## config.mk

```make
export PLATFORM = sky130hd
export DESIGN_NAME = queen_placement_counter_core
export DESIGN_NICKNAME = d
export VERILOG_FILES = /design/src/rtl/qpc_pkg.sv /design/src/rtl/qpc_cell.sv /design/src/rtl/queen_placement_counter_core.sv
export SDC_FILE = /design/constraint.sdc
export NUM_CORES = 1
export LEC_CHECK = 0
export BUFFER_PORTS_ARGS = -buffer_cell sky130_fd_sc_hd__buf_2
export CORE_UTILIZATION = 50
export DETAILED_ROUTE_END_ITERATION = 10
export PLACE_DENSITY = 0.75
export SKIP_CTS_REPAIR_TIMING = 1
export SLEW_MARGIN = 15
export SYNTH_ARGS = -nofsm -noshare
export SYNTH_HDL_FRONTEND = slang
export SYNTH_SLANG_ARGS = --single-unit
```

## constraint.sdc

```tcl
create_clock -name clk -period 5.2 [get_ports clk]
set_clock_uncertainty 0.15 [all_clocks]
set_input_delay 0.26 -clock clk [delete_from_list [all_inputs] [get_ports clk]]
set_output_delay 0.26 -clock clk [all_outputs]
set_load 0.02 [all_outputs]
```

## src/rtl/qpc_pkg.sv

```systemverilog
`default_nettype none

package qpc_pkg;

    localparam int ROW_W   = 8;
    localparam int COUNT_W = 7;

    localparam logic [COUNT_W-1:0] TALLY_MAX = 7'd127;

    typedef enum logic [1:0] {
        ST_LOAD,
        ST_SEARCH,
        ST_EMIT
    } qpc_state_t;

    typedef struct packed {
        logic load;
        logic active;
    } cell_ctrl_t;

    typedef struct packed {
        logic has_cand;
    } cell_stat_t;

endpackage

`default_nettype wire

```

## src/rtl/qpc_cell.sv

```systemverilog
`default_nettype none

module qpc_cell
    import qpc_pkg::*;
#(
    parameter int N = 8
)(
    input  wire logic             clk,
    input  wire logic             rst_n,
    input  wire cell_ctrl_t       ctrl,
    input  wire logic [ROW_W-1:0] row_in,
    input  wire logic [N-1:0]     cols_in,
    input  wire logic [N-1:0]     dl_in,
    input  wire logic [N-1:0]     dr_in,
    output cell_stat_t            stat,
    output logic [N-1:0]          cols_out,
    output logic [N-1:0]          dl_out,
    output logic [N-1:0]          dr_out
);

    logic [N-1:0]       blk_reg;
    logic [N-1:0]       q_reg;
    logic [N-1:0]       q_next;
    logic [N-1:0]       cols_reg;
    logic [N-1:0]       dl_reg;
    logic [N-1:0]       dr_reg;
    logic [N+ROW_W-1:0] row_ext;
    logic [N-1:0]       free_sq;
    logic [N-1:0]       tried;
    logic [N-1:0]       cand;
    logic [N-1:0]       pick;

    assign row_ext = {{N{1'b0}}, row_in};
    assign free_sq = ~(cols_in | dl_in | dr_in | blk_reg);
    assign tried   = (q_reg == '0) ? '0 : ((q_reg << 1) - {{(N-1){1'b0}}, 1'b1});
    assign cand    = free_sq & ~tried;
    assign pick    = cand & (~cand + {{(N-1){1'b0}}, 1'b1});

    assign stat.has_cand = |cand;
    assign cols_out      = cols_reg;
    assign dl_out        = dl_reg;
    assign dr_out        = dr_reg;

    always_comb
    begin
        q_next = q_reg;
        if (ctrl.active)
        begin
            q_next = pick;
        end
    end

    always_ff @(posedge clk or negedge rst_n)
    begin
        if (!rst_n)
        begin
            q_reg <= '0;
        end
        else
        begin
            q_reg <= q_next;
        end
    end

    always_ff @(posedge clk)
    begin
        if (ctrl.load)
        begin
            blk_reg <= row_ext[N-1:0];
        end
        if (ctrl.active && stat.has_cand)
        begin
            cols_reg <= cols_in | pick;
            dl_reg   <= (dl_in | pick) << 1;
            dr_reg   <= (dr_in | pick) >> 1;
        end
    end

endmodule

`default_nettype wire

```

## src/rtl/queen_placement_counter_core.sv

```systemverilog
`default_nettype none

// Counts the queen placements on a BOARD_SIZE board with blocked squares.
// Send one transaction per row, top row first; bit j of blocked_row blocks
// column j. Rows load at one per cycle. The transaction carrying the last
// row starts a backtracking search over a row of cells, one cell per board
// row. The search sequencer takes one step per cycle, either placing a queen
// or abandoning a row, so the search time of a board grows with the number
// of nodes in its search tree, and a crowded board has far fewer of them.
// The row input stays stalled while the search runs and while
// a finished count waits for the output register to free up. The count is
// held in an output register and the next board may load while it waits.
// Counts saturate at 127.
module queen_placement_counter_core
    import qpc_pkg::*;
#(
    parameter int BOARD_SIZE = 8
)(
    input  wire logic               clk,
    input  wire logic               rst_n,
    input  wire logic               in_valid,
    output logic                    in_ready,
    input  wire logic [ROW_W-1:0]   blocked_row,
    output logic                    out_valid,
    input  wire logic               out_ready,
    output logic [COUNT_W-1:0]      placement_count
);

    localparam int LW = $clog2(BOARD_SIZE);
    localparam logic [LW-1:0] LAST = LW'(BOARD_SIZE - 1);

    qpc_state_t         state_reg, state_next;
    logic [LW-1:0]      rows_reg, rows_next;
    logic [LW-1:0]      level_reg, level_next;
    logic [COUNT_W-1:0] tally_reg, tally_next;
    logic               out_valid_reg, out_valid_next;
    logic [COUNT_W-1:0] count_reg, count_next;

    cell_ctrl_t         ctrl [BOARD_SIZE];
    cell_stat_t         stat [BOARD_SIZE];
    logic [BOARD_SIZE-1:0] has_vec;
    logic [BOARD_SIZE-1:0] cols_w [BOARD_SIZE+1];
    logic [BOARD_SIZE-1:0] dl_w   [BOARD_SIZE+1];
    logic [BOARD_SIZE-1:0] dr_w   [BOARD_SIZE+1];

    logic in_acc;
    logic has_cand;

    assign in_ready        = (state_reg == ST_LOAD);
    assign in_acc          = in_valid && in_ready;
    assign out_valid       = out_valid_reg;
    assign placement_count = count_reg;
    assign has_cand        = has_vec[level_reg];

    assign cols_w[0] = '0;
    assign dl_w[0]   = '0;
    assign dr_w[0]   = '0;

    for (genvar i = 0; i < BOARD_SIZE; i++)
    begin : g_cell
        assign ctrl[i].load   = in_acc && (rows_reg == LW'(i));
        assign ctrl[i].active = (state_reg == ST_SEARCH) && (level_reg == LW'(i));
        assign has_vec[i]     = stat[i].has_cand;

        qpc_cell #(
            .N (BOARD_SIZE)
        ) u_cell (
            .clk      (clk),
            .rst_n    (rst_n),
            .ctrl     (ctrl[i]),
            .row_in   (blocked_row),
            .cols_in  (cols_w[i]),
            .dl_in    (dl_w[i]),
            .dr_in    (dr_w[i]),
            .stat     (stat[i]),
            .cols_out (cols_w[i+1]),
            .dl_out   (dl_w[i+1]),
            .dr_out   (dr_w[i+1])
        );
    end

    always_comb
    begin
        state_next     = state_reg;
        rows_next      = rows_reg;
        level_next     = level_reg;
        tally_next     = tally_reg;
        out_valid_next = out_valid_reg;
        count_next     = count_reg;

        if (out_valid_reg && out_ready)
        begin
            out_valid_next = 1'b0;
        end

        unique case (state_reg)
            ST_LOAD:
            begin
                if (in_acc)
                begin
                    if (rows_reg == LAST)
                    begin
                        rows_next  = '0;
                        level_next = '0;
                        tally_next = '0;
                        state_next = ST_SEARCH;
                    end
                    else
                    begin
                        rows_next = rows_reg + LW'(1);
                    end
                end
            end
            ST_SEARCH:
            begin
                if (has_cand)
                begin
                    if (level_reg == LAST)
                    begin
                        if (tally_reg != TALLY_MAX)
                        begin
                            tally_next = tally_reg + COUNT_W'(1);
                        end
                    end
                    else
                    begin
                        level_next = level_reg + LW'(1);
                    end
                end
                else if (level_reg != '0)
                begin
                    level_next = level_reg - LW'(1);
                end
                else if (!out_valid_reg || out_ready)
                begin
                    out_valid_next = 1'b1;
                    count_next     = tally_reg;
                    state_next     = ST_LOAD;
                end
                else
                begin
                    state_next = ST_EMIT;
                end
            end
            ST_EMIT:
            begin
                if (!out_valid_reg || out_ready)
                begin
                    out_valid_next = 1'b1;
                    count_next     = tally_reg;
                    state_next     = ST_LOAD;
                end
            end
            default:
            begin
                state_next = ST_LOAD;
            end
        endcase
    end

    always_ff @(posedge clk or negedge rst_n)
    begin
        if (!rst_n)
        begin
            state_reg     <= ST_LOAD;
            rows_reg      <= '0;
            level_reg     <= '0;
            tally_reg     <= '0;
            out_valid_reg <= 1'b0;
        end
        else
        begin
            state_reg     <= state_next;
            rows_reg      <= rows_next;
            level_reg     <= level_next;
            tally_reg     <= tally_next;
            out_valid_reg <= out_valid_next;
        end
    end

    always_ff @(posedge clk)
    begin
        count_reg <= count_next;
    end

endmodule

`default_nettype wire
```

# Word-level counts from Yosys, hierarchy flattened
# Cells that the tools add are included.
[op_classes] n_mux=39 n_reduce_logical=54 bitwise=79 eq_ne=27 n_lt_le_gt_ge=1 n_addsub=20
[ops] operator="NOT 8 bit" count=24
[ops] operator="OR 8 bit" count=20
[ops] operator="AND 8 bit" count=16
[ops] operator="adder 8 x 1 -> 8 bit (second input constant)" count=8
[ops] operator="zero test 8 bit" count=8
[ops] operator="2-to-1 mux 8 bit" count=8
[ops] operator="OR reduction 8 bit" count=8
[ops] operator="subtractor 8 x 1 -> 8 bit (second input constant)" count=8
[ops] operator="2-to-1 mux 7 bit" count=8
[ops] operator="OR 8 x 7 -> 8 bit" count=7
[ops] operator="OR 7 x 8 -> 8 bit" count=6
[ops] operator="OR 7 bit" count=6
[ops] operator="one-hot mux 7 bit (2 select lines)" count=2
[ops] operator="logical AND 1 bit" count=25
[ops] operator="== test 3 bit (second input constant)" count=8
[ops] operator="2-to-1 mux 3 bit" count=6
[ops] operator="== test 3 x 2 -> 1 bit (second input constant)" count=4
[ops] operator="2-to-1 mux 2 bit" count=6
[ops] operator="AND reduction 5 bit" count=2
[ops] operator="!= test 2 x 1 -> 1 bit (second input constant)" count=4
[ops] operator="!= test 2 bit (second input constant)" count=4
[ops] operator="adder 7 x 1 -> 7 bit (second input constant)" count=1
[ops] operator="!= test 7 bit (second input constant)" count=1
[ops] operator="adder 3 x 1 -> 3 bit (second input constant)" count=2
[ops] operator="other kinds (21)" count=28
[word_totals] elab_cells=263 reg_bits=305 out_inout_bits=9 input_bits=12

# Logic depth before layout (Yosys ltp)
# Gate-level depths: netlist of run 1.
[depth] ltp_word=10 depth_mapped=12 ltp_nobuf=12

# By module
# A second synthesis of run 1 with hierarchy kept.
[hier_totals] hier_cells=1245 area_unflattened_um2=15818.9
[modules_own_cells] mod="qpc_cell" area_each_um2=1761.7 instances=8 seq_area_each_um2=1101.1 cells_per_inst=134
[modules_own_cells] mod="queen_placement_counter_core" area_each_um2=1725.4 instances=1 seq_area_each_um2=610.6 cells_per_inst=173

# Worst setup path after synthesis of run 1
# No wires, ideal clock.
[synth_timing] kind="flip-flop to flip-flop" start="register g_cell[6].u_cell.q_reg[0]" end="register g_cell[6].u_cell.cols_reg[0] (enable)" period_less_slack_ns=3.584 t_arrival_ns=3.025 path_slack_ns=1.616 t_required_ns=4.642 path_stages_with_launch=9 setup_ns=0.408 n_path_buf=0 path_cell_list="dfrtp_1 -> inv_1 -> ha_1 -> or4b_1 -> nor2_1 -> o21ai_0 -> and4_1 -> nor2b_1 -> a21oi_1"
[synth_between] elab_chain_len=6 word_cells_on_any_way=7 cone_classes="1 x add/sub; 1 x mux; 2 x bitwise; 3 x reduce/logical"
[synth_lines] item="from (decl)" line_no="qpc_cell.sv:22" text="logic [N-1:0] q_reg;"
[synth_lines] item="from (signal assigned)" line_no="qpc_cell.sv:61" text="q_reg <= q_next;"
[synth_lines] item="subtractor 8 x 1 -> 8 bit / zero test 8 bit (equally long branches)" line_no="qpc_cell.sv:35" text="assign tried = (q_reg == '0) ? '0 : ((q_reg << 1) - {{(N-1){1'b0}}, 1'b1});"
[synth_lines] item="2-to-1 mux 8 bit (*)" line_no="qpc_cell.sv:35"
[synth_lines] item="NOT 8 bit (*)" line_no="qpc_cell.sv:36" text="assign cand = free_sq & ~tried;"
[synth_lines] item="AND 8 bit (*)" line_no="qpc_cell.sv:36"
[synth_lines] item="OR reduction 8 bit (*)" line_no="qpc_cell.sv:39" text="assign stat.has_cand = |cand;"
[synth_lines] item="logical AND 1 bit (*)" line_no="qpc_cell.sv:71" text="if (ctrl.active && stat.has_cand)"
[synth_lines] item="to (signal assigned)" line_no="qpc_cell.sv:73" text="cols_reg <= cols_in | pick;"
[synth_lines] item="to (decl)" line_no="qpc_cell.sv:24" text="logic [N-1:0] cols_reg;"
# Every way passes the cells marked *; elsewhere a longest branch is shown, timed or not.
# A chain may end at the register's enable or synchronous reset.

# Final worst setup path of run 1
[layout_timing] start="register g_cell[6].u_cell.q_reg[0]" end="register level_reg[0]"
[layout_between] elab_chain_len=9 word_cells_on_any_way=13 cone_classes="1 x add/sub; 2 x eq/ne; 5 x mux; 2 x bitwise; 3 x reduce/logical"
[layout_lines] item="subtractor 8 x 1 -> 8 bit / zero test 8 bit (equally long branches)" line_no="qpc_cell.sv:35"
[layout_lines] item="2-to-1 mux 8 bit (*)" line_no="qpc_cell.sv:35"
[layout_lines] item="NOT 8 bit (*)" line_no="qpc_cell.sv:36"
[layout_lines] item="AND 8 bit (*)" line_no="qpc_cell.sv:36"
[layout_lines] item="OR reduction 8 bit (*)" line_no="qpc_cell.sv:39"
[layout_lines] item="binary-select mux 1 bit (select 3 bit) (*)" line_no="queen_placement_counter_core.sv:53" text="assign has_cand = has_vec[level_reg];"
[layout_lines] item="2-to-1 mux 1 bit (implied by the code) (*)" line_no="queen_placement_counter_core.sv:53"
[layout_lines] item="!= test 3 bit (no line), or another cell as far along"
[layout_lines] item="AND reduction 5 bit (no line) / one-hot mux 3 bit (2 select lines) (equally long branches)"
[layout_lines] item="to (signal assigned)" line_no="queen_placement_counter_core.sv:175" text="level_reg <= level_next;"
[layout_lines] item="to (decl)" line_no="queen_placement_counter_core.sv:34" text="logic [LW-1:0] level_reg, level_next;"
# Every way passes the cells marked *; elsewhere a longest branch is shown, timed or not. The select of a mux whose other input is x is not followed.

==> results of run 1 <==
-- synthesized netlist by cell type (all sizes together) (23+ instances only) --
master / count / area, um2
dfrtp: 80 / 2000
ha: 25 / 313
edfxtp: 211 / 6340
nor2: 64 / 243
o31ai: 27 / 203
nor4: 42 / 263
or2: 89 / 557
o21ai: 68 / 340
nand2b: 53 / 332
nand3: 23 / 115
nand2: 108 / 405
inv: 48 / 180
nor3: 27 / 135
-- how the worst max path moves through the flow --
stage	from	end	slack, ns
floorplan	g_cell[6].u_cell.q_reg[0]	g_cell[6].u_cell.cols_out[0]	1.62
global placement	g_cell[2].u_cell.q_reg[0]	level_reg[0]	1.67
detailed placement	g_cell[1].u_cell.q_reg[0]	level_reg[2]	1.57
CTS	g_cell[1].u_cell.q_reg[0]	level_reg[0]	1.52
global route	g_cell[6].u_cell.q_reg[0]	level_reg[0]	0.99
finish	g_cell[6].u_cell.q_reg[0]	level_reg[0]	1.33
-- power groups by stage --
| stage | combinational, W | clock, W | sequential [W] |
|---|---|---|---|
| after floorplan | 0.00186 | 0 | 0.00326 |
| after global placement | 0.00235 | 0 | 0.00334 |
| after detailed placement | 0.00241 | 0 | 0.00335 |
| after CTS | 0.00243 | 0.00216 | 0.00332 |
| after global routing | 0.00275 | 0.00225 | 0.00337 |
| final | 0.00246 | 0.00213 | 0.00332 |
-- per-layer routing --
metal  vias up  global-route usage, %  routed length (um)
met2       236                   37.4               14000
met4         0                   6.48                 830
met1      4284                   26.0               11500
met3        64                   3.74                1400
met5         -                      0                   0
li1       4161                      -                   -
-- cell families after synthesis --
logic type | after synthesis
buffers and inverters | 59
xor gates and xnor gates | 8
adders and majority gates | 25
muxes | 23
and+or+nand+nor | 506
DFF | 291
AOI/OAI and AO/OA | 176
-- through the flow --
stage | setup slack (ns) | hold slack [ns] | utilization [%] | power (W) | instances
floorplan | 1.62 | -0.186 | - | 0.00512 | 1088
global placement | 1.67 | 0.160 | 52.8 | 0.00569 | 1438
detailed placement | 1.57 | 0.156 | 52.8 | 0.00576 | 1438
CTS | 1.52 | -0.410 | 56.6 | 0.00791 | 1491
global route | 0.995 | 0.0104 | 57.0 | 0.00837 | 1501
finish | 1.33 | 0.0193 | 57.0 | 0.00791 | 1501
-- cell type report --
| cell class | count | area, um2 |
|---|---|---|
| fill | 2084 | 11100 |
| tap | 335 | 419 |
| sequential | 291 | 8340 |
| inverter | 48 | 180 |
| clock buffer | 38 | 769 |
| clock inverter | 15 | 200 |
| multi-input combinational | 738 | 4610 |
| timing repair buffer | 36 | 248 |
-- worst max-delay path, delay by kind of cell (launching register included) --
family / cells / cell delay (ns)
flip-flops: 1 / 0.39
AND/OR/NAND/NOR: 6 / 1.70
buffers and inverters: 1 / 0.06
AO/OA/AOI/OAI: 4 / 1.22
adder cells (fa/ha/maj): 1 / 0.26
==> results_dict.tcl, run 1 <==
set metrics [dict create \
    status "finished clean" \
    htree_levels 1 \
    min_to "g_cell[1].u_cell.blk_reg[0]" \
    cts_made_buffers 29 \
    grt_use_total_pct 21.1 \
    rr_endpoint "level_reg[0]" \
    crit_path_max_fanout 8 \
    initial_core_util_pct 50.8 \
    post_dp_cell_area_um2 13700 \
    drt_iter0_drc 889 \
    syn_inst 1088 \
    cts.clk_slew.worst_paths_ns 0.06 \
    core-area_um2 25900 \
    r2r_slack_ns 1.33 \
    portBuffers 20 \
    grt_max_degree 43 \
    pwr_density_cell_nw_per_um2 536 \
    synth_top_family_by_area "simple AND/OR/NAND/NOR gates" \
    synth_ff_type "edfxtp_1" \
    viasPerCell 5.83 \
    post_synth_xor_area_fraction_pct 0.532 \
    synthArstFlopShare_pct 27.5 \
    rows 59 \
    final_cell_mix "edfxtp_1 (211), nand2_1 (108), or2_2 (89)" \
    gp_congestion 0.923 \
    ys_seq_elements 291 \
    ys_warn_count 0 \
    required_ns 5.51 \
    cts_tree "done" \
    peakVddDrop_mv 0.388 \
    drc_errors 0 \
    cts_root_buf "clkbuf_16" \
    drtAntennaViolNets 0 \
    routed_wl_um 27700 \
    syn2layout_area_growth_pct 12.2 \
    rsz0062_at_grt "false" \
    wl_per_cell_um 18.5 \
    drive_above_1_share_pct 15.9 \
    finalMaxSlewViolations 0 \
    grt_pass1_vias 8658 \
    post-route-min-period_ns 3.87 \
    synth-simple-area-share_pct 21.4 \
    die_w_um 164 \
    diodes 0 \
    synth_nets 1125 \
    power_frac_clock_pct 27.0 \
    crit_type "reg2reg" \
    cp.arrival_ns 4.18 \
    cp-end-kind "flop" \
    cts_buffer_depth 3 \
    worstHoldPathType "in2reg" \
    cp_cell_sequence "inv_1, ha_1, or4b_1, nor2_1, o21ai_0, and4_1, nor2b_1, a32oi_1, a32oi_4, nor2_1, or4_1, o21ai_1" \
    whs_path_depth 1 \
    critPathSlowestCell "or4_1" \
    slowest_delay_ns 0.46 \
    grt_pass1_wl_um 43900 \
    leakage_nw 5.64 \
    design_area_um2 14800 \
    period_share_pct 74.5 \
    swShare_pct 34.1 \
    synth_mux_area_share_pct 1.92 \
    p_sw_w 0.00270 \
    path_common_cell "nor2_1" \
    dieArea_um2 27000 \
    worstSkewPairLatency_ns 0.54 \
    synth_cell_types 65 \
    dr_total_vias 8745 \
    synth_compound_area_share_pct 8.72 \
    startpoint_type "flop" \
    max_slew_margin_pct 46.8 \
    fmax_mhz 258 \
    setup_tns_ns 0 \
    yosysSeqAreaShare_pct 63.4 \
    seq_power_share_pct 42.0 \
    r2r_cells 12 \
    synthAdderAreaFrac_pct 2.38 \
    netlist_area_um2 13200 \
    synth-edff-count 211 \
    ioPinCount 21 \
    clock-sinks 291 \
    power.internal_w 0.00522 \
    grt-ovfl-total 0 \
    tightest_slew_ns 0.790 \
    first_pass_iters 5 \
    worstReg2RegStart "g_cell[6].u_cell.q_reg[0]" \
    grt_antenna_before_repair 0 \
    setup_viol 0 \
    die_y_um 164 \
    cap_violations 0 \
    avgSynthCellArea_um2 12.1 \
    hp-start "blocked_row[0]" \
    nets 1181 \
    hold_viol_final 0 \
    hpwl_um 20200 \
    final_common_cell "edfxtp_1" \
    comb_power_share_pct 31.0 \
]
Power figures use the tool's default switching activity.
==> run 2, diff against run 1 <==
ABC_AREA = 1   (was unset)
clock period = 3.81 ns   (was 5.2 ns; I/O delays follow)
==> results_dict.tcl, run 2 <==
set metrics [dict create \
    status "finished clean" \
    syn2layout_area_growth_pct 12.5 \
    cp_cell_sequence "inv_1, ha_1, inv_1, o21ai_0, nand3_1, nand2_2, nand2_1, nor2_2, nand3_1, nand3_1, nand3_4, nand2_4, o21ai_0, inv_1" \
    drive_above_1_share_pct 12.2 \
    dieArea_um2 28100 \
    cts_buffer_depth 3 \
    critPathTopFamily "simple AND/OR/NAND/NOR gates" \
    cts.clk_slew.worst_paths_ns 0.06 \
    grt_pass1_wl_um 48900 \
    finalHoldWorstSlack_ns 0.00686 \
    grt-ovfl-total 0 \
    drtAntennaViolNets 0 \
    wl_per_cell_um 16.1 \
    synth_nets 1449 \
    max_slew_margin_pct 42.0 \
    synth_area_leaders "edfxtp_1 (46%), dfrtp_1 (15%), nand2_1 (10%), inv_1 (6.1%), nand3_1 (3.6%)" \
    drt_iter0_drc 796 \
    post-route-min-period_ns 2.89 \
    synth_most_common_cell "nand2_1" \
    first_pass_iters 5 \
    startpoint_type "flop" \
    ys_seq_elements 291 \
    period_share_pct 76.0 \
    cp.buffers_inverters 3 \
    r2r_slack_ns 0.92 \
    synth_ff_type "edfxtp_1" \
    post_dp_cell_area_um2 14400 \
    drc_errors 0 \
    synth-edff-count 211 \
    grt_use_total_pct 21.9 \
    syn_inst 1412 \
    synthArstFlopShare_pct 27.5 \
    crit_path_max_fanout 7 \
    synth_commonest_cells "nand2_1 (374), inv_1 (225), edfxtp_1 (211)" \
    yosysSeqAreaShare_pct 60.7 \
    die_y_um 168 \
    hpwl_um 21500 \
    fmax_mhz 345 \
    yosys.area.top_type_share_pct 46.1 \
    clock-sinks 291 \
    finalMaxSlewViolations 0 \
    portBuffers 20 \
    stdcell_count 1844 \
    rsz0062_at_grt "false" \
    tightest_slew_ns 0.869 \
    grt_antenna_before_repair 1 \
    total_power_w 0.0112 \
    initial_core_util_pct 51.0 \
    hold_viol_final 0 \
    setup_tns_ns 0 \
    netlist_area_um2 13700 \
    nets 1516 \
    die_w_um 168 \
    ys_warn_count 0 \
    final_common_cell "nand2_1" \
    cts_made_buffers 30 \
    cp-end-kind "flop" \
    cts_tree "done" \
    final_cell_mix "nand2_1 (374), inv_1 (225), edfxtp_1 (211)" \
    r2r_cells 14 \
    avgSynthCellArea_um2 9.73 \
    yosys.area.top_type "edfxtp_1" \
    dr_total_vias 9734 \
    pwr_density_cell_nw_per_um2 725 \
    setup_viol 0 \
    crit_type "reg2reg" \
    critPathSlowestCell "dfrtp_1" \
    peakVddDrop_mv 0.633 \
    worstHoldPathType "in2reg" \
    gp_congestion 0.908 \
    core-area_um2 27000 \
    n_fill_cell 2191 \
    grt_pass1_vias 9638 \
    synth_cell_types 44 \
    required_ns 3.88 \
    whs_path_depth 4 \
    cts_root_buf "clkbuf_16" \
    slowest_delay_ns 0.38 \
    design_area_um2 15400 \
    cap_violations 0 \
    leakage_nw 6.86 \
    cp.arrival_ns 2.96 \
    viasPerCell 5.28 \
    htree_levels 1 \
    worstSkewPairLatency_ns 0.55 \
    crit_cells 14 \
    routed_wl_um 29600 \
    grt_max_degree 60 \
    rows 60 \
    placed_cells 1778 \
    ioPinCount 21 \
    diodes 0 \
]
run 2: changes by cell type after synthesis, sizes merged, moves of 18 or more:
cell	change
mux2	-18
inv	+188
o31ai	-27
nand2b	-53
nand3	+89
nor2	+49
or2	-76
nand2	+290
run 2: path summary, 6_finish.rpt:
check                                          start                        end
hold / removal                              in_valid                rows_reg[2]
max in group asynchronous                      rst_n  g_cell[1].u_cell.q_reg[7]
min in group asynchronous                      rst_n  g_cell[5].u_cell.q_reg[3]
setup / recovery           g_cell[3].u_cell.q_reg[0]         placement_count[4]
hold reg to reg            g_cell[3].u_cell.q_reg[0]  g_cell[3].u_cell.q_reg[0]
setup reg to reg           g_cell[3].u_cell.q_reg[0]         placement_count[4]
run 2: through the flow:
stage	util, %	worst slack [ns]
floorplan	-	0.806
global placement	53.3	1.02
detailed placement	53.3	0.932
CTS	56.9	0.931
global route	57.3	0.655
finish	57.3	0.915
run 2: kinds of logic after synthesis:
kind of cell,synth area share [%]
xor+xnor,0.574
fa+ha+maj,2.28
simple gates,24.9
compound gates,4.73
flops,60.7
buf+inv,6.81
run 2: worst register-to-register path: cells and delay by family, from the launching register on:
family / cells / cell delay, ns
AO/OA/AOI/OAI: 2 / 0.27
adder cells (fa/ha/maj): 1 / 0.21
buffers and inverters: 3 / 0.50
flip-flops: 1 / 0.38
AND/OR/NAND/NOR: 8 / 1.06
run 2: area by class of cell:
| cell class | count | area (um2) | share of cell area [%] |
|---|---|---|---|
| clock buffer | 41 | 813 | 5.27 |
| clock inverter | 15 | 176 | 1.14 |
| sequential | 291 | 8340 | 54.0 |
| inverter | 238 | 895 | 5.79 |
| timing repair buffer | 45 | 315 | 2.04 |
| multi-input combinational | 873 | 4480 | 29.0 |
| tap | 341 | 427 | 2.76 |
run 2: report_power, final:
part	total, W	internal, W	switching (W)
combinational	0.00397	0.00124	0.00273
clock	0.00293	0.00176	0.00117
sequential	0.00429	0.00396	0.000321
total	0.0112	0.00697	0.00423
run 2: metal layers:
| metal | track usage (%) | routed length, um | part of all wire [%] | vias up |
|---|---|---|---|---|
| met4 | 5.35 | 688 | 2.3 | 0 |
| met3 | 2.98 | 1350 | 4.6 | 55 |
| met5 | 0 | 0 | 0 | - |
| li1 | - | - | - | 4808 |
| met1 | 28.0 | 12700 | 43 | 4639 |
| met2 | 39.1 | 14800 | 50 | 232 |
